$ cat src/rtl/smpm_pkg.sv
// ============================================================================
// smpm_pkg
// Shared constants and types for the stereo matrix with peak meter: default
// sample width, configuration register map and the decoded control struct.
// ============================================================================
`timescale 1ns / 1ps
`default_nettype none

package smpm_pkg;

    // Default sample width in bits (two's complement).
    localparam int SAMPLE_BITS_DEF = 24;

    // Configuration port geometry: eight 32-bit registers at 4-byte spacing.
    localparam int PADDR_BITS  = 5;
    localparam int REG_IDX_LSB = 2;
    localparam int PDATA_BITS  = 32;

    typedef logic [PADDR_BITS-REG_IDX_LSB-1:0] reg_idx_t;

    // Register indexes.
    localparam reg_idx_t REG_BYPASS        = 3'd0;
    localparam reg_idx_t REG_STEREO_MODE   = 3'd1;
    localparam reg_idx_t REG_INVERT_MONO   = 3'd2;
    localparam reg_idx_t REG_INVERT_MID    = 3'd3;
    localparam reg_idx_t REG_INVERT_SIDE   = 3'd4;
    localparam reg_idx_t REG_MS_DECODE     = 3'd5;
    localparam reg_idx_t REG_SWAP_CHANNELS = 3'd6;
    localparam reg_idx_t REG_MONO_SUM      = 3'd7;

    // Control bits handed from the register file to the matrix.
    typedef struct packed {
        logic bypass;
        logic stereo_mode;
        logic invert_mono;
        logic invert_mid;
        logic invert_side;
        logic ms_decode;
        logic swap_channels;
        logic mono_sum;
    } cfg_t;

    localparam cfg_t CFG_RESET = '{
        bypass:        1'b0,
        stereo_mode:   1'b1,
        invert_mono:   1'b0,
        invert_mid:    1'b0,
        invert_side:   1'b0,
        ms_decode:     1'b0,
        swap_channels: 1'b0,
        mono_sum:      1'b0
    };

endpackage

`default_nettype wire

$ cat src/rtl/smpm_matrix.sv
// ============================================================================
// smpm_matrix
// Combinational sample matrix: bypass, mono inversion, and the stereo chain
// of mid/side inversion, mid/side decode, channel swap and mono sum.
// ============================================================================
`timescale 1ns / 1ps
`default_nettype none

module smpm_matrix
    import smpm_pkg::*;
#(
    parameter int SAMPLE_BITS = SAMPLE_BITS_DEF
) (
    input  wire cfg_t                    cfg,
    input  wire logic [SAMPLE_BITS-1:0]  in0,
    input  wire logic [SAMPLE_BITS-1:0]  in1,
    output logic      [SAMPLE_BITS-1:0]  out0,
    output logic      [SAMPLE_BITS-1:0]  out1
);

    localparam logic [SAMPLE_BITS-1:0] SMAX = {1'b0, {(SAMPLE_BITS-1){1'b1}}};
    localparam logic [SAMPLE_BITS-1:0] SMIN = {1'b1, {(SAMPLE_BITS-1){1'b0}}};

    // Negation that maps the most negative sample to the most positive one.
    function automatic logic [SAMPLE_BITS-1:0] sat_neg(input logic [SAMPLE_BITS-1:0] x);
        sat_neg = (x == SMIN) ? SMAX : (~x + 1'b1);
    endfunction

    logic [SAMPLE_BITS-1:0] neg0;
    logic [SAMPLE_BITS-1:0] neg1;
    logic [SAMPLE_BITS-1:0] mid;
    logic [SAMPLE_BITS-1:0] side;
    logic [SAMPLE_BITS:0]   sum_ms;
    logic [SAMPLE_BITS:0]   dif_ms;
    logic [SAMPLE_BITS-1:0] dec_x;
    logic [SAMPLE_BITS-1:0] dec_y;
    logic [SAMPLE_BITS-1:0] swp_x;
    logic [SAMPLE_BITS-1:0] swp_y;
    logic [SAMPLE_BITS:0]   sum_xy;
    logic [SAMPLE_BITS-1:0] st_x;
    logic [SAMPLE_BITS-1:0] st_y;

    assign neg0 = sat_neg(in0);
    assign neg1 = sat_neg(in1);

    // Stereo chain: inversion, optional decode with halving, swap, mono sum.
    always_comb begin
        mid    = cfg.invert_mid  ? neg0 : in0;
        side   = cfg.invert_side ? neg1 : in1;
        sum_ms = {mid[SAMPLE_BITS-1], mid} + {side[SAMPLE_BITS-1], side};
        dif_ms = {mid[SAMPLE_BITS-1], mid} - {side[SAMPLE_BITS-1], side};
        if (cfg.ms_decode) begin
            dec_x = sum_ms[SAMPLE_BITS:1];
            dec_y = dif_ms[SAMPLE_BITS:1];
        end else begin
            dec_x = mid;
            dec_y = side;
        end
        swp_x  = cfg.swap_channels ? dec_y : dec_x;
        swp_y  = cfg.swap_channels ? dec_x : dec_y;
        sum_xy = {swp_x[SAMPLE_BITS-1], swp_x} + {swp_y[SAMPLE_BITS-1], swp_y};
        if (cfg.ms_decode && cfg.mono_sum) begin
            // The exact mono value of a decoded pair is half the mid.
            st_x = {mid[SAMPLE_BITS-1], mid[SAMPLE_BITS-1:1]};
            st_y = st_x;
        end else if (cfg.mono_sum) begin
            st_x = sum_xy[SAMPLE_BITS:1];
            st_y = st_x;
        end else begin
            st_x = swp_x;
            st_y = swp_y;
        end
    end

    // Mode selection; channel 1 is forced to zero in mono mode.
    always_comb begin
        if (!cfg.stereo_mode) begin
            out0 = (!cfg.bypass && cfg.invert_mono) ? neg0 : in0;
            out1 = '0;
        end else if (cfg.bypass) begin
            out0 = in0;
            out1 = in1;
        end else begin
            out0 = st_x;
            out1 = st_y;
        end
    end

endmodule

`default_nettype wire

$ cat src/rtl/smpm_peak.sv
// ============================================================================
// smpm_peak
// Peak meter: holds the largest saturated magnitude seen on input channel 0
// and on output channel 0, with a restart on clear.
// ============================================================================
`timescale 1ns / 1ps
`default_nettype none

module smpm_peak
    import smpm_pkg::*;
#(
    parameter int SAMPLE_BITS = SAMPLE_BITS_DEF
) (
    input  wire logic                    aclk,
    input  wire logic                    aresetn,
    input  wire logic                    load,
    input  wire logic                    clear,
    input  wire logic [SAMPLE_BITS-1:0]  in0,
    input  wire logic [SAMPLE_BITS-1:0]  out0,
    output logic      [SAMPLE_BITS-2:0]  peak_in,
    output logic      [SAMPLE_BITS-2:0]  peak_out
);

    localparam logic [SAMPLE_BITS-1:0] SMIN = {1'b1, {(SAMPLE_BITS-1){1'b0}}};

    // Absolute value, saturated to the largest positive sample.
    function automatic logic [SAMPLE_BITS-2:0] mag(input logic [SAMPLE_BITS-1:0] x);
        logic [SAMPLE_BITS-1:0] neg;
        neg = ~x + 1'b1;
        if (x == SMIN) begin
            mag = {(SAMPLE_BITS-1){1'b1}};
        end else if (x[SAMPLE_BITS-1]) begin
            mag = neg[SAMPLE_BITS-2:0];
        end else begin
            mag = x[SAMPLE_BITS-2:0];
        end
    endfunction

    logic [SAMPLE_BITS-2:0] pk_in_reg;
    logic [SAMPLE_BITS-2:0] pk_in_next;
    logic [SAMPLE_BITS-2:0] pk_out_reg;
    logic [SAMPLE_BITS-2:0] pk_out_next;
    logic [SAMPLE_BITS-2:0] mag_in;
    logic [SAMPLE_BITS-2:0] mag_out;

    assign mag_in  = mag(in0);
    assign mag_out = mag(out0);

    // Restart from the current sample on clear, otherwise keep the maximum.
    always_comb begin
        pk_in_next  = pk_in_reg;
        pk_out_next = pk_out_reg;
        if (load) begin
            if (clear || (mag_in > pk_in_reg)) begin
                pk_in_next = mag_in;
            end
            if (clear || (mag_out > pk_out_reg)) begin
                pk_out_next = mag_out;
            end
        end
    end

    always_ff @(posedge aclk) begin
        if (!aresetn) begin
            pk_in_reg  <= '0;
            pk_out_reg <= '0;
        end else begin
            pk_in_reg  <= pk_in_next;
            pk_out_reg <= pk_out_next;
        end
    end

    assign peak_in  = pk_in_reg;
    assign peak_out = pk_out_reg;

endmodule

`default_nettype wire

$ cat src/rtl/stereo_matrix_with_peak_meter.sv
// A result passes through a two-stage pipeline: the input register, then the result register.
// Throughput: one item per cycle while m_ready is high or the result register is empty.
// Both peaks are updated as an item moves into the result register, so they travel with it.
// Reset (aresetn low, synchronous): pipeline emptied, both peaks zero, registers at
// their defaults (stereo mode on, all others off). No clearing pass is needed.
// ============================================================================
// stereo_matrix_with_peak_meter
// Mid/side stereo matrix on 24-bit sample pairs with input and output peak
// meters, a two-stage valid/ready pipeline and an APB-style register port.
// ============================================================================
`timescale 1ns / 1ps
`default_nettype none

module stereo_matrix_with_peak_meter
    import smpm_pkg::*;
#(
    parameter int SAMPLE_BITS = SAMPLE_BITS_DEF
) (
    input  wire logic                    aclk,
    input  wire logic                    aresetn,
    // Input channel
    input  wire logic                    s_valid,
    output logic                         s_ready,
    input  wire logic [SAMPLE_BITS-1:0]  s_sample_in0,
    input  wire logic [SAMPLE_BITS-1:0]  s_sample_in1,
    input  wire logic                    s_clear_peaks,
    // Result channel
    output logic                         m_valid,
    input  wire logic                    m_ready,
    output logic      [SAMPLE_BITS-1:0]  m_sample_out0,
    output logic      [SAMPLE_BITS-1:0]  m_sample_out1,
    output logic      [SAMPLE_BITS-2:0]  m_peak_input,
    output logic      [SAMPLE_BITS-2:0]  m_peak_output,
    // Configuration port
    input  wire logic                    psel,
    input  wire logic                    penable,
    input  wire logic                    pwrite,
    input  wire logic [PADDR_BITS-1:0]   paddr,
    input  wire logic [PDATA_BITS-1:0]   pwdata,
    output logic      [PDATA_BITS-1:0]   prdata,
    output logic                         pready
);

    cfg_t     cfg_reg;
    cfg_t     cfg_next;
    reg_idx_t reg_idx;
    logic     wr_en;
    logic     rd_bit;

    logic                   in_valid_reg;
    logic [SAMPLE_BITS-1:0] in0_reg;
    logic [SAMPLE_BITS-1:0] in1_reg;
    logic                   clr_reg;

    logic                   out_valid_reg;
    logic [SAMPLE_BITS-1:0] out0_reg;
    logic [SAMPLE_BITS-1:0] out1_reg;

    logic                   advance;
    logic                   in_xfer;
    logic [SAMPLE_BITS-1:0] mat_out0;
    logic [SAMPLE_BITS-1:0] mat_out1;

    // ------------------------------------------------------------------------
    // Register file.
    // ------------------------------------------------------------------------
    assign reg_idx = paddr[PADDR_BITS-1:REG_IDX_LSB];
    assign wr_en   = psel && penable && pwrite;
    assign pready  = 1'b1;

    // Write decode: only bit 0 of the data is kept.
    always_comb begin
        cfg_next = cfg_reg;
        if (wr_en) begin
            unique case (reg_idx)
                REG_BYPASS:        cfg_next.bypass        = pwdata[0];
                REG_STEREO_MODE:   cfg_next.stereo_mode   = pwdata[0];
                REG_INVERT_MONO:   cfg_next.invert_mono   = pwdata[0];
                REG_INVERT_MID:    cfg_next.invert_mid    = pwdata[0];
                REG_INVERT_SIDE:   cfg_next.invert_side   = pwdata[0];
                REG_MS_DECODE:     cfg_next.ms_decode     = pwdata[0];
                REG_SWAP_CHANNELS: cfg_next.swap_channels = pwdata[0];
                REG_MONO_SUM:      cfg_next.mono_sum      = pwdata[0];
                default:           cfg_next = cfg_reg;
            endcase
        end
    end

    // Read decode.
    always_comb begin
        unique case (reg_idx)
            REG_BYPASS:        rd_bit = cfg_reg.bypass;
            REG_STEREO_MODE:   rd_bit = cfg_reg.stereo_mode;
            REG_INVERT_MONO:   rd_bit = cfg_reg.invert_mono;
            REG_INVERT_MID:    rd_bit = cfg_reg.invert_mid;
            REG_INVERT_SIDE:   rd_bit = cfg_reg.invert_side;
            REG_MS_DECODE:     rd_bit = cfg_reg.ms_decode;
            REG_SWAP_CHANNELS: rd_bit = cfg_reg.swap_channels;
            REG_MONO_SUM:      rd_bit = cfg_reg.mono_sum;
            default:           rd_bit = 1'b0;
        endcase
    end

    assign prdata = {{(PDATA_BITS-1){1'b0}}, rd_bit};

    always_ff @(posedge aclk) begin
        if (!aresetn) begin
            cfg_reg <= CFG_RESET;
        end else begin
            cfg_reg <= cfg_next;
        end
    end

    // ------------------------------------------------------------------------
    // Pipeline control: the result register frees up when it is empty or its
    // transfer completes, and the input register refills in the same cycle.
    // ------------------------------------------------------------------------
    assign advance = !out_valid_reg || m_ready;
    assign s_ready = !in_valid_reg || advance;
    assign in_xfer = s_valid && s_ready;

    // Input register.
    always_ff @(posedge aclk) begin
        if (!aresetn) begin
            in_valid_reg <= 1'b0;
        end else if (s_ready) begin
            in_valid_reg <= s_valid;
        end
    end

    always_ff @(posedge aclk) begin
        if (in_xfer) begin
            in0_reg <= s_sample_in0;
            in1_reg <= s_sample_in1;
            clr_reg <= s_clear_peaks;
        end
    end

    // Sample matrix between the two register stages.
    smpm_matrix #(
        .SAMPLE_BITS (SAMPLE_BITS)
    ) u_matrix (
        .cfg  (cfg_reg),
        .in0  (in0_reg),
        .in1  (in1_reg),
        .out0 (mat_out0),
        .out1 (mat_out1)
    );

    // Peak meters update as the item enters the result register.
    smpm_peak #(
        .SAMPLE_BITS (SAMPLE_BITS)
    ) u_peak (
        .aclk     (aclk),
        .aresetn  (aresetn),
        .load     (advance && in_valid_reg),
        .clear    (clr_reg),
        .in0      (in0_reg),
        .out0     (mat_out0),
        .peak_in  (m_peak_input),
        .peak_out (m_peak_output)
    );

    // Result register.
    always_ff @(posedge aclk) begin
        if (!aresetn) begin
            out_valid_reg <= 1'b0;
        end else if (advance) begin
            out_valid_reg <= in_valid_reg;
        end
    end

    always_ff @(posedge aclk) begin
        if (advance && in_valid_reg) begin
            out0_reg <= mat_out0;
            out1_reg <= mat_out1;
        end
    end

    assign m_valid       = out_valid_reg;
    assign m_sample_out0 = out0_reg;
    assign m_sample_out1 = out1_reg;

endmodule

`default_nettype wire

$ cat config.mk
export PLATFORM = sky130hd
export DESIGN_NAME = stereo_matrix_with_peak_meter
export DESIGN_NICKNAME = d
export VERILOG_FILES = /design/src/rtl/smpm_pkg.sv /design/src/rtl/smpm_matrix.sv /design/src/rtl/smpm_peak.sv /design/src/rtl/stereo_matrix_with_peak_meter.sv
export SDC_FILE = /design/constraint.sdc
export NUM_CORES = 1
export LEC_CHECK = 0
export ABC_AREA = 1
export BUFFER_PORTS_ARGS = -buffer_cell sky130_fd_sc_hd__clkbuf_2
export CAP_MARGIN = 10
export CORE_MARGIN = 5
export CORE_UTILIZATION = 35
export CTS_BUF_LIST = sky130_fd_sc_hd__clkbuf_8
export DETAILED_ROUTE_END_ITERATION = 12
export PLACE_DENSITY = 0.5
export SLEW_MARGIN = 20
export SYNTH_ARGS = -nofsm -noshare
export SYNTH_HDL_FRONTEND = slang
export SYNTH_SLANG_ARGS = --single-unit
export TNS_END_PERCENT = 5
$ cat constraint.sdc
create_clock -name aclk -period 12.6 [get_ports aclk]
set_input_delay 1.26 -clock aclk [delete_from_list [all_inputs] [get_ports aclk]]
set_output_delay 1.26 -clock aclk [all_outputs]
set_load 0.005 [all_outputs]
Word level (Yosys, flattened, before mapping):

Index checks and enable logic that the tools add are counted.

* input bits: 93
* output and inout bits: 129
* register bits after elaboration: 153
* word-level logic and storage cells: 83

* bitwise operators: 3
* magnitude comparators: 2
* $add $sub $neg: 6
* equal/unequal tests: 10
* reductions and logical operators: 24
* muxes and demuxes: 21

Operator list (count)
* two-way mux 24 bit: 16
* two-way mux 23 bit: 4
* equality test 24 bit (second input constant): 3
* adder 24 x 24 -> 25 bit: 2
* adder 24 x 1 -> 24 bit (second input constant): 2
* NOT 24 bit: 2
* > comparator 23 bit: 2
* subtractor 24 x 24 -> 25 bit: 1
* adder 23 x 1 -> 23 bit (second input constant): 1
* NOT 23 bit: 1
* AND reduction 2 bit: 10
* equality test 3 bit (second input constant): 4
* one-hot mux 1 bit (8 select lines): 1
* equality test 3 x 2 -> 1 bit (second input constant): 2
* logical AND 1 bit: 6
* logical OR 1 bit: 4
* equality test 3 x 1 -> 1 bit (second input constant): 1
* logical NOT 1 bit: 3
* logical NOT 3 bit: 1

Depth between registers and ports, before layout:

Gate-level depths: netlist of run 1.

* depth after elaboration: 19
* gate-level depth with buffers: 64

By module:

A second synthesis of run 1 with hierarchy kept.

* cells, all modules: 2808
* area total of the unflattened synthesis: 17534.3 um2

By module, submodules not included
* smpm_matrix: sequential area each 0.0 um2, instances 1, cells each 1761, area each 8998.6 um2
* smpm_peak: sequential area each 920.9 um2, instances 1, cells each 830, area each 4759.6 um2
* stereo_matrix_with_peak_meter: sequential area each 3113.0 um2, instances 1, cells each 217, area each 3776.1 um2

Least setup slack after synthesis of run 1:

No wires, ideal clock.

* kind: reg2reg
* from: reg in0_reg[0]
* to: reg u_peak.pk_out_reg[3] (netlist: u_peak.peak_out[3])
* period minus slack after synthesis: 7.867 ns
* slack: 4.733 ns
* path buffers: 4
* stages on the path, launching flop included: 60
* data required time: 12.485 ns
* arrival time: 7.752 ns
* cells stage by stage: edfxtp_1 clkinv_1 ha_1 nand2_1 nor2_4 nand3_4 buf_4 inv_1 or2_2 nand2_1 o21ai_0 ha_1 buf_2 inv_1 a21oi_1 o21ai_0 a31oi_1 nand2_1 [... 24 more ...] nand3_1 nor2_2 nand3_4 buf_4 nand2_1 inv_1 ha_1 o21a_1 o221ai_1 nand3_1 o2111ai_1 nand3_1 a32o_1 a21oi_1 clkinv_1 clkbuf_1 o21ai_0 inv_1

* word-level cells in the longest chain between the ends: 19
* elaborated cells between the ends (all ways): 25
* those cells by class: 5 x add/sub; 1 x order compare; 2 x eq/ne; 13 x mux; 2 x bitwise; 2 x reduce/logical

Ends and longest elaborated chain
* from (decl): line stereo_matrix_with_peak_meter.sv:51 `logic [SAMPLE_BITS-1:0] in0_reg;`
* from (signal assigned): line stereo_matrix_with_peak_meter.sv:133 `in0_reg <= s_sample_in0;`
* NOT 24 bit: line smpm_matrix.sv:26 `sat_neg = (x == SMIN) ? SMAX : (~x + 1'b1);`
* adder 24 x 1 -> 24 bit: line smpm_matrix.sv:26
* two-way mux 24 bit: line smpm_matrix.sv:26
* two-way mux 24 bit: line smpm_matrix.sv:48 `mid = cfg.invert_mid ? neg0 : in0;`
* adder 24 x 24 -> 25 bit / subtractor 24 x 24 -> 25 bit (equally long branches): line smpm_matrix.sv:50, smpm_matrix.sv:51
* two-way mux 24 bit: line smpm_matrix.sv:52 `if (cfg.ms_decode) begin`
* two-way mux 24 bit, on equally long branches: line smpm_matrix.sv:59, smpm_matrix.sv:60
* adder 24 x 24 -> 25 bit: line smpm_matrix.sv:61 `sum_xy = {swp_x[SAMPLE_BITS-1], swp_x} + {swp_y[SAMPLE_BITS-1], swp_y};`
* [... 4 more ...]
* named net mat_out0[17]: line stereo_matrix_with_peak_meter.sv:61 `logic [SAMPLE_BITS-1:0] mat_out0;`
* NOT 23 bit: line smpm_peak.sv:29 `neg = ~x + 1'b1;`
* adder 23 x 1 -> 23 bit: line smpm_peak.sv:29
* two-way mux 23 bit: line smpm_peak.sv:32 `end else if (x[SAMPLE_BITS-1]) begin`
* two-way mux 23 bit *: line smpm_peak.sv:30 `if (x == SMIN) begin`
* > comparator 23 bit: line smpm_peak.sv:57 `if (clear || (mag_out > pk_out_reg)) begin`
* logical OR 1 bit: line smpm_peak.sv:57
* AND reduction 2 bit (no source line)
* to (signal assigned): line smpm_peak.sv:69 `pk_out_reg <= pk_out_next;`
* to (decl): line smpm_peak.sv:41 `logic [SAMPLE_BITS-2:0] pk_out_reg;`

Mark *: on every way through the listed nets, which the timed path passes. The rest lies on a longest branch.
A chain may end at the register's enable or synchronous reset.

Worst setup path in the final report of run 1:

* from: reg in0_reg[0]
* to: reg u_peak.pk_out_reg[13] (netlist: u_peak.peak_out[13])

* elaborated cells between the ends (all ways): 25
* those cells by class: 5 x add/sub; 1 x order compare; 2 x eq/ne; 13 x mux; 2 x bitwise; 2 x reduce/logical

RTL lines
* NOT 24 bit: line smpm_matrix.sv:26
* adder 24 x 1 -> 24 bit: line smpm_matrix.sv:26
* two-way mux 24 bit: line smpm_matrix.sv:26
* two-way mux 24 bit: line smpm_matrix.sv:48
* adder 24 x 24 -> 25 bit / subtractor 24 x 24 -> 25 bit (equally long branches): line smpm_matrix.sv:50, smpm_matrix.sv:51
* two-way mux 24 bit: line smpm_matrix.sv:52
* two-way mux 24 bit, on equally long branches: line smpm_matrix.sv:59, smpm_matrix.sv:60
* adder 24 x 24 -> 25 bit: line smpm_matrix.sv:61
* [... 3 more ...]
* two-way mux 24 bit *: line smpm_matrix.sv:77 `if (!cfg.stereo_mode) begin`
* named net mat_out0[20]: line stereo_matrix_with_peak_meter.sv:61
* equality test 24 bit *: line smpm_peak.sv:30
* two-way mux 23 bit *: line smpm_peak.sv:30
* named net u_peak.mag_out[3]: line smpm_peak.sv:44 `logic [SAMPLE_BITS-2:0] mag_out;`
* > comparator 23 bit *: line smpm_peak.sv:57
* logical OR 1 bit *: line smpm_peak.sv:57
* AND reduction 2 bit (no source line) *

Marks and branches as above.

==> results of run 1 <==
-- through the flow --
| stage | setup slack (ns) | utilization (%) | instances | cell area (µm²) |
|---|---|---|---|---|
| 2_1_floorplan | 4.73 | - | 2624 | 16800 |
| 3_3_place_gp | 2.26 | 37.7 | 3293 | 17900 |
| 3_5_place_dp | 2.20 | 37.7 | 3293 | 17900 |
| 4_1_cts | 2.13 | 38.5 | 3324 | 18200 |
| 5_1_grt | 0.884 | 38.5 | 3324 | 18200 |
| 6_report | 1.89 | 38.5 | 3324 | 18200 |
-- worst max-delay path: cells and delay by family, from the launching register on --
kind                     cells  cell delay, ns
XOR/XNOR                     1            0.18
AND/OR/NAND/NOR             28            3.74
AO/OA/AOI/OAI               14            3.06
flip-flops                   1            0.36
buffers and inverters        7            1.80
adder cells (fa/ha/maj)      4            1.41
-- logic make-up after synthesis --
family | after synthesis | share of synthesized area, %
XOR/XNOR | 34 | 1.79
AND/OR/NAND/NOR | 1312 | 35.6
flip-flops | 153 | 24.2
AO/OA/AOI/OAI | 498 | 17.6
other | 2 | 0.0451
buffers and inverters | 477 | 11.8
adder cells (fa/ha/maj) | 118 | 8.92
-- layout make-up --
class                           count  area, µm²  area share [%]
Inverter                          347       1300            7.14
Timing Repair Buffer              184        991            5.43
Clock inverter                     13        135           0.741
Multi-Input combinational cell   1994      10800            59.0
Tap cell                          615        769            4.22
Sequential cell                   153       4040            22.1
Clock buffer                       18        248            1.36
-- path summary, 6_finish.rpt --
check        slack [ns]  depth (start not counted)                    start                               end
max                1.89                         54     in0_reg[0]$_DFFE_PP_  u_peak.peak_out[13]$_SDFFE_PN0P_
min                0.49                          2  cfg_reg[5]$_SDFFE_PN0P_           cfg_reg[5]$_SDFFE_PN0P_
max reg2reg        1.89                         54     in0_reg[0]$_DFFE_PP_  u_peak.peak_out[13]$_SDFFE_PN0P_
min reg2reg        0.49                          2  cfg_reg[5]$_SDFFE_PN0P_           cfg_reg[5]$_SDFFE_PN0P_
-- power groups by stage --
stage | clock network, W | registers, W | logic (W)
after floorplan | 0 | 0.000603 | 0.000443
after global placement | 0 | 0.000611 | 0.000621
after detailed placement | 0 | 0.000611 | 0.000624
after CTS | 0.000398 | 0.000600 | 0.000628
after global routing | 0.000415 | 0.000604 | 0.000713
final | 0.000385 | 0.000600 | 0.000633
-- synth_stat cells (27+ instances only) --
master,number
a21oi_1,203
a31oi_1,27
buf_4,36
clkbuf_1,59
dfxtp_1,56
edfxtp_1,97
ha_1,117
inv_1,328
nand2_1,644
nand3_1,261
nand4_1,41
nor2_1,209
nor3_1,28
o211ai_1,35
o21ai_0,131
xor2_1,33
-- per-layer routing --
metal | vias to the layer above | global-route usage [%]
li1 | 8832 | -
met1 | 8296 | 32.4
met2 | 570 | 39.9
met3 | 67 | 4.04
met4 | 0 | 6.77
met5 | - | 0
-- cells in the final DEF (no fill, tap or decap), drive strengths merged, types with 4 or more instances in the layout --
master | Yosys | layout
nand3b | 7 | 7
and2 | 23 | 23
nand3 | 285 | 285
inv | 342 | 349
nor3 | 28 | 28
a21oi | 207 | 207
a31oi | 27 | 27
clkinv | 5 | 8
o211ai | 35 | 35
or2 | 8 | 8
dfxtp | 56 | 56
ha | 117 | 117
nand4 | 43 | 43
nor4 | 8 | 8
clkbuf | 59 | 174
edfxtp | 97 | 97
a21boi | 4 | 4
xor2 | 33 | 33
o21bai | 5 | 5
conb | 2 | 32
a211oi | 9 | 9
nand2 | 672 | 672
o21ai | 150 | 150
a221oi | 23 | 23
nor2 | 234 | 234
buf | 71 | 28
a21o | 10 | 10
o21a | 9 | 9
==> results by group, run 1 <==
STA
  – Worst Tran Pin Value: 1.11 ns
  – Tcrit/Tclk final: 85.0%
  – Endpoints failing hold: 0
  – Skew final: 0.0329 ns
  – Final hold slack: around 0.5 ns
  – FMAX: 93.4 MHz
  – Worst slew margin: 26.0%
  – Setup violators final: 0
  – RSZ-0062 raised after global routing: no
  – Setup TNS: 0 ns
  – Max Slew Vio Count: 0
  – Fin crit period: approximately 11 ns

Finish
  – Fillers: 5,170
  – Syn-to-layout area delta: 9.64%
  – Final nets: around 2,900
  – Antenna diodes: 0
  – Share of cells above drive strength 1: 12.4%

Setup path
  – Worst path arrival time: 11.09 ns
  – Critical Path Start Type: register
  – Most Frequent Cell on Critical Path: nand2_1
  – Worst Setup Path Type: register to register
  – Peak fanout along the critical path: 36
  – Crit end category: register
  – Critical Path RT: 12.98 ns
  – Slowest cell on the critical path: clkinv_1
  – Delay of the slowest critical-path stage: 0.77 ns

Synthesis
  – Asr flop ratio synth: 0%
  – Yosys cell types: 65
  – Synth area leader: edfxtp_1
  – EDFF count, synth: 97
  – Gate Count Post-Synth: 2,594
  – Ys flop type: edfxtp_1
  – Avg Synthesized Cell Area: 6.42 µm²
  – Post-synth top area share: 17.5%
  – Post-Syn Area: 16,600 µm²
  – Area contributors post-synth: edfxtp_1 18%, nand2_1 15%, ha_1 8.8%
  – Post-synthesis sequential area ratio: 24.2%
  – Ys Warns: 0
  – Yosys reg bits: 153

Place
  – PortBufs: 156
  – Gpl congestion: 0.989
  – DP Wirelength: ~53,000 µm

Status
  – Status: completed

Die
  – Die width: 228 µm
  – Die height: 228 µm
  – IO Pins: 222
  – Core box area: 47,300 µm²
  – Starting Density: 35.2%
  – # rows: 80
  – Die Area: roughly 52,000 µm²

Pwr
  – Leak Pwr: roughly 9 nW
  – Clock Power Share: 23.8%
  – Logic pwr share: 39.1%
  – Reg power frac: 37.1%
  – Total power draw: 0.00162 W
  – P_int: 0.000950 W
  – Sw Share: between 40% and 50%
  – Power per cell area: 88.7 nW/µm²
  – P_sw: 0.000668 W
  – Max IR drop VDD: 52.1 µV

Global route
  – Initial antenna violation count: 0
  – All-Layer GR Usage: between 20% and 30%
  – GR Overflow Total: 0
  – Number of global-route vias before repair: around 17,000
  – First-pass GRT wire length: 98,200 µm
  – Largest net degree at the start of global routing: 58

Routing
  – Metal1 wirelength: 29,500 µm
  – Routed wl met2: ~30,000 µm
  – Routed WL per cell: 19.7 µm
  – Final wirelength: 65,300 µm
  – Max Used Layer: met4
  – Routed wl met3: 3900 µm
  – Vias/cell: 5.34
  – Vias: 17,765
  – DR pass1 iterations: 6
  – Initial detailed-routing violation count: 1,554
  – DR DRC count: 0
  – ANT nets after route: 0

Clock tree
  – CTS Buf Count: 17
  – Post-CTS Resized: 0
  – CTS tree: yes
  – CTS max path bufs: 2
  – H-tree depth: 4
  – Clk slew on worst S/H paths: roughly 0.1 ns
  – Clk_lat worst skew: 0.50 ns
  – Clk root buf: clkbuf_8
  – Post-CTS Hold Buffers: 0
  – CTS sink cnt: around 150
  – Total setup buffers inserted after CTS: 0

Worst hold path
  – Worst hold path type: register to register

Job
  – Max Cap Viol: 0
No activity file was read; power rests on OpenSTA's default activity.
==> run 2, diff against run 1 <==
Clock period 12.6 ns to 10.5 ns, I/O delays scaled along.
==> results by group, run 2 (synthesis results as in run 1) <==
Routing
  – Final wirelength: 66,900 µm (+2.3%)
  – Vias/cell: 5.37 (+0.42%)
  – Routed wl met2: 30,800 µm (+1.8%)
  – Routed wl met3: 3840 µm (-1.7%)
  – Routed WL per cell: 20.0 µm (+1.9%)
  – DR DRC count: 0 (unchanged)
  – Initial detailed-routing violation count: 1,668 (+7.3%)
  – Metal1 wirelength: 30,200 µm (+2.4%)
  – DR pass1 iterations: 6 (unchanged)
  – Max Used Layer: met4
  – ANT nets after route: 0 (unchanged)
  – Vias: 17,910 (+0.82%)

Status
  – Status: completed

Pwr
  – Power per cell area: 107 nW/µm² (+20%)
  – Max IR drop VDD: 66.3 µV (+27%)
  – Leak Pwr: 8.99 nW (+0.65%)

Global route
  – Largest net degree at the start of global routing: 59 (+1.7%)
  – First-pass GRT wire length: 100,000 µm (+2.3%)
  – GR Overflow Total: 0 (unchanged)
  – Initial antenna violation count: 0 (unchanged)
  – All-Layer GR Usage: 24.5% (+0.50 points)
  – Number of global-route vias before repair: 16,577 (-0.14%)

Die
  – Core box area: 47,300 µm² (unchanged)
  – Die height: 228 µm (unchanged)
  – # rows: 80 (unchanged)
  – IO Pins: 222 (unchanged)
  – Die width: 228 µm (unchanged)
  – Die Area: 52,000 µm² (unchanged)
  – Starting Density: 35.2% (unchanged)

Setup path
  – FF-to-FF Start: in1_reg[0]$_DFFE_PP_
  – R2r endpoint: u_peak.peak_out[9]$_SDFFE_PN0P_
  – Worst path arrival time: 10.11 ns (-0.98 ns)
  – R2R cell count: 51 (-5.6%)
  – CP Buf/Inv Count: 7 (unchanged)
  – Peak fanout along the critical path: 36 (unchanged)
  – Crit-path leading delay family: simple AND/OR/NAND/NOR gates
  – Delay of the slowest critical-path stage: 0.55 ns (-0.22 ns)
  – Critical Path RT: 10.89 ns (-2.09 ns)
  – Worst Setup Path Type: register to register
  – Critical Path Start Type: register
  – Reg2Reg Setup Slack: 0.78 ns (-1.11 ns)
  – Slowest cell on the critical path: o21ai_0
  – Most Frequent Cell on Critical Path: nand2_1
  – Crit end category: register

Place
  – Placed cell areas: 17,900 µm² (about the same)
  – Gpl congestion: 0.932 (-5.8%)
  – DP Wirelength: 53,200 µm (+1.2%)
  – Post-Place Worst Slack: 0.456 ns (-1.74 ns)
  – PortBufs: 156 (unchanged)

Finish
  – Syn-to-layout area delta: 10.4%
  – Antenna diodes: 0 (unchanged)
  – Share of cells above drive strength 1: 12.9% (+0.53 points)
  – Post-route design area: 18,400 µm² (+0.72%)
  – Final nets: 2,920 (+0.41%)
  – Most frequent cells in the layout: 642 x nand2_1, 326 x inv_1, 261 x nand3_1
  – Most common cell after layout, fill and taps aside: nand2_1

Clock tree
  – H-tree depth: 4 (unchanged)
  – CTS sink cnt: 153 (unchanged)
  – Clk slew on worst S/H paths: 0.11 ns (about the same)
  – Clk_lat worst skew: 0.50 ns (about the same)
  – CTS tree: yes
  – Clk root buf: clkbuf_8
  – CTS Buf Count: 17 (unchanged)
  – CTS max path bufs: 2 (unchanged)

Worst hold path
  – Hold depth: 2 (unchanged)
  – Hold Crit Endpoint: cfg_reg[5]$_SDFFE_PN0P_
  – Worst hold path type: register to register
  – Hold_sp: cfg_reg[5]$_SDFFE_PN0P_

STA
  – Fin crit period: 9.72 ns (-0.989 ns)
  – Worst Tran Pin Value: 1.13 ns (+0.0222 ns)
  – Max Slew Vio Count: 0 (unchanged)
  – Setup violators final: 0 (unchanged)
  – FMAX: 103 MHz (+10%)
  – Fin worst setup slack: 0.777 ns (-1.11 ns)
  – Endpoints failing hold: 0 (unchanged)
  – Tcrit/Tclk final: 92.6% (+7.6 points)
  – Skew final: 0.0284 ns (-0.00449 ns)
  – Worst slew margin: 24.5% (-1.5 points)

Job
  – Max Cap Viol: 0 (unchanged)
[run 2: cell types whose count changed in the layout (fill, tap and decap cells not counted), moves of 2 or more]
cell,previous run,this run
buf_4,28,37
o21ai_0,131,128
o21ai_1,15,18
ha_1,117,115
ha_2,0,2
inv_1,324,326
[run 2: worst max-delay path by stage]
stage | depth (start not counted) | to | start
after CTS | 57 | u_peak.peak_out[9]$_SDFFE_PN0P_ | in0_reg[0]$_DFFE_PP_
after global placement | 55 | u_peak.peak_out[17]$_SDFFE_PN0P_ | in0_reg[0]$_DFFE_PP_
after detailed placement | 57 | u_peak.peak_out[9]$_SDFFE_PN0P_ | in0_reg[0]$_DFFE_PP_
final | 51 | u_peak.peak_out[9]$_SDFFE_PN0P_ | in1_reg[0]$_DFFE_PP_
after global routing | 55 | u_peak.peak_out[14]$_SDFFE_PN0P_ | in0_reg[0]$_DFFE_PP_
after floorplan | 59 | u_peak.peak_out[3]$_SDFFE_PN0P_ | in0_reg[0]$_DFFE_PP_
[run 2: layout make-up]
class,count,area [µm²]
Sequential cell,153,4040
Inverter,347,1300
Tap cell,615,769
Timing Repair Buffer,194,1080
Clock buffer,18,248
Fill cell,5218,29000
Multi-Input combinational cell,1996,10800
Clock inverter,14,136
[run 2: through the flow]
stage / utilization [%] / TNS [ns] / total power [W] / std cells / hold slack (ns)
detailed placement: 37.8 / 0 / 0.00149 / 3295 / 0.477
CTS: 38.6 / 0 / 0.00196 / 3327 / 0.491
floorplan: - / 0 / 0.00125 / 2624 / 0.450
global route: 38.8 / -0.00906 / 0.00210 / 3337 / 0.519
finish: 38.8 / 0 / 0.00196 / 3337 / 0.488
global placement: 37.8 / 0 / 0.00148 / 3295 / 0.466
[run 2: report_power, final]
part	internal, W	switching, W
combinational	0.000260	0.000516
sequential	0.000686	0.0000337
clock	0.000199	0.000263
total	0.00115	0.000812
[run 2: layer usage]
metal | up-vias | global-route usage [%]
li1 | 8858 | -
met1 | 8329 | 33.9
met2 | 635 | 39.9
met3 | 88 | 3.21
met4 | 0 | 7.71
met5 | - | 0
[run 2: repair_timing]
| action | 4_1_cts | 5_1_grt |
|---|---|---|
| resized for setup | 0 | 9 |
| endpoints found under the setup margin | 0 | 23 |
| hold buffers | 0 | 0 |
| buffers inserted | 0 | 8 |
[run 2: tightest hold or removal path, cell delays in order (launching register included)]
cell     delay (ns)
dfxtp_1        0.32
o21ai_0        0.07
a21oi_1        0.06
==> run 3, diff against run 2 <==
Settings changed: CORE_ASPECT_RATIO set to 0.9.
==> results by group, run 3 (synthesis results as in run 1) <==
STA
  – Endpoints failing hold: 0 (unchanged)
  – FMAX: 104 MHz (+1.3%)
  – Setup violators final: 0 (unchanged)
  – Skew final: 0.0196 ns (-0.00875 ns)
  – Worst slew margin: 30.2% (+5.7 points)
  – Max Slew Vio Count: 0 (unchanged)
  – Setup TNS: 0 ns (unchanged)
  – RSZ-0062 raised after global routing: no
  – Fin crit period: 9.60 ns (-0.127 ns)
  – Tcrit/Tclk final: 91.4% (-1.2 points)
  – Worst Tran Pin Value: 1.04 ns (-0.0947 ns)

Finish
  – Most common cell after layout, fill and taps aside: nand2_1
  – Final nets: 2,921 (+0.034%)
  – Most frequent cells in the layout: 643 x nand2_1, 328 x inv_1, 261 x nand3_1
  – Antenna diodes: 0 (unchanged)
  – Syn-to-layout area delta: 10.7%
  – Share of cells above drive strength 1: 12.9% (about the same)
  – Post-route design area: 18,400 µm² (+0.24%)

Clock tree
  – CTS Buf Count: 17 (unchanged)
  – H-tree depth: 4 (unchanged)
  – Clk root buf: clkbuf_8
  – CTS tree: yes
  – CTS sink cnt: 153 (unchanged)
  – Clk slew on worst S/H paths: 0.09 ns (-0.02 ns)
  – CTS max path bufs: 2 (unchanged)
  – Clk_lat worst skew: 0.50 ns (about the same)
  – Post-CTS Hold Buffers: 0 (unchanged)

Global route
  – GR Overflow Total: 0 (unchanged)
  – Initial antenna violation count: 0 (unchanged)
  – Largest net degree at the start of global routing: 58 (-1.7%)
  – Number of global-route vias before repair: 16,346 (-1.4%)
  – All-Layer GR Usage: 24.2% (-0.27 points)
  – First-pass GRT wire length: 97,200 µm (-3.2%)

Setup path
  – Peak fanout along the critical path: 36 (unchanged)
  – Most Frequent Cell on Critical Path: nand2_1
  – Critical Path Start Type: register
  – Worst path arrival time: 10.03 ns (-0.08 ns)
  – R2r endpoint: u_peak.peak_out[13]$_SDFFE_PN0P_
  – Critical Path RT: 10.93 ns (+0.04 ns)
  – R2R cell count: 57 (+12%)
  – Crit end category: register
  – FF-to-FF Start: in0_reg[0]$_DFFE_PP_
  – Slowest cell on the critical path: edfxtp_1
  – Reg2Reg Setup Slack: 0.90 ns (+0.13 ns)
  – Worst Setup Path Type: register to register
  – Delay of the slowest critical-path stage: 0.44 ns (-0.11 ns)

Die
  – Die width: 240 µm (+5.2%)
  – Die Area: 52,000 µm² (about the same)
  – # rows: 75 (-6.3%)
  – Starting Density: 35.5% (+0.39 points)
  – Die height: 217 µm (-4.9%)
  – IO Pins: 222 (unchanged)
  – Core box area: 46,800 µm² (-1.1%)

Pwr
  – Sw Share: 39.7% (-1.7 points)
  – Logic pwr share: 38.8% (-0.8 points)
  – Reg power frac: 35.7% (-1.1 points)
  – P_sw: 0.000797 W (-1.9%)
  – Clock Power Share: 25.5% (+1.9 points)
  – Power per cell area: 109 nW/µm² (+2.2%)
  – Max IR drop VDD: 71.6 µV (+8.1%)
  – Leak Pwr: 9.03 nW (+0.35%)
  – P_int: 0.00121 W (+5.5%)

Routing
  – Metal1 wirelength: 30,500 µm (+0.90%)
  – Vias/cell: 5.38 (+0.27%)
  – ANT nets after route: 0 (unchanged)
  – Vias: 17,969 (+0.33%)
  – Max Used Layer: met4
  – Routed WL per cell: 19.7 µm (-1.9%)
  – Routed wl met3: 4320 µm (+13%)
  – DR pass1 iterations: 6 (unchanged)
  – Final wirelength: 65,600 µm (-1.8%)
  – Initial detailed-routing violation count: 1,635 (-2.0%)
  – Routed wl met2: 29,400 µm (-4.5%)
  – DR DRC count: 0 (unchanged)

Place
  – Placed cell areas: 17,900 µm² (+0.29%)
  – DP Wirelength: 53,400 µm (+0.30%)
  – Gpl congestion: 0.932 (about the same)
  – PortBufs: 156 (unchanged)

Worst hold path
  – Worst hold path type: register to register
  – Hold Crit Endpoint: cfg_reg[5]$_SDFFE_PN0P_
  – Hold_sp: cfg_reg[5]$_SDFFE_PN0P_
  – Hold depth: 2 (unchanged)

Status
  – Status: completed

Job
  – Max Cap Viol: 0 (unchanged)
run 3: changes by cell type in the layout (fill, tap and decap cells not counted), moves of 2 or more:
cell       delta
buf_4         +3
nand2_2       -2
inv_1         +2
inv_6         -4
bufinv_16     +3
run 3: routing by layer:
metal	global-route usage [%]	vias to the layer above
met3	3.72	80
met1	34.5	8382
li1	-	8862
met5	0	-
met4	5.56	0
met2	38.9	645
run 3: critical path, delay by kind of cell, from the launching register on:
kind / cells / cell delay, ns
DFF: 1 / 0.44
AOI/OAI and AO/OA: 11 / 2.11
and+or+nand+nor: 32 / 4.44
adders and majority gates: 4 / 1.08
buffers and inverters: 9 / 1.21
xor gates and xnor gates: 1 / 0.24
run 3: layout make-up:
type / count / area [µm²]
Clock buffer: 18 / 248
Clock inverter: 14 / 183
Fill cell: 5110 / 28400
Inverter: 347 / 1310
Multi-Input combinational cell: 1995 / 10800
Sequential cell: 153 / 4040
Tap cell: 616 / 771
Timing Repair Buffer: 196 / 1080
run 3: power by group through the flow:
stage | sequential (W) | combinational (W) | clock [W]
CTS | 0.000717 | 0.000767 | 0.000526
finish | 0.000716 | 0.000778 | 0.000511
global placement | 0.000730 | 0.000758 | 0
detailed placement | 0.000730 | 0.000763 | 0
global route | 0.000722 | 0.000874 | 0.000546
floorplan | 0.000723 | 0.000531 | 0
run 3: timing repair:
action | CTS | global route
gates resized for setup | 0 | 10
endpoints found under the setup margin | 0 | 23
setup buffers | 0 | 3
run 3: worst max path at each step:
| stage | from | to | slack, ns | cells after the start |
|---|---|---|---|---|
| CTS | in0_reg[0]$_DFFE_PP_ | u_peak.peak_out[5]$_SDFFE_PN0P_ | 0.70 | 54 |
| detailed placement | in0_reg[0]$_DFFE_PP_ | u_peak.peak_out[5]$_SDFFE_PN0P_ | 0.74 | 54 |
| global route | in0_reg[0]$_DFFE_PP_ | u_peak.peak_out[3]$_SDFFE_PN0P_ | 0.009 | 59 |
| global placement | in0_reg[0]$_DFFE_PP_ | u_peak.peak_out[13]$_SDFFE_PN0P_ | 0.83 | 54 |
| floorplan | in0_reg[0]$_DFFE_PP_ | u_peak.peak_out[3]$_SDFFE_PN0P_ | 2.63 | 59 |
| finish | in0_reg[0]$_DFFE_PP_ | u_peak.peak_out[13]$_SDFFE_PN0P_ | 0.90 | 57 |
run 3: stage by stage:
stage,hold slack [ns],instances,utilization [%],power (W),setup WS [ns]
2_1_floorplan,0.450,2624,-,0.00125,2.63
3_3_place_gp,0.462,3303,38.3,0.00149,0.834
3_5_place_dp,0.476,3303,38.3,0.00149,0.739
4_1_cts,0.488,3335,39.2,0.00201,0.699
5_1_grt,0.517,3339,39.3,0.00214,0.00944
6_report,0.484,3339,39.3,0.00201,0.904
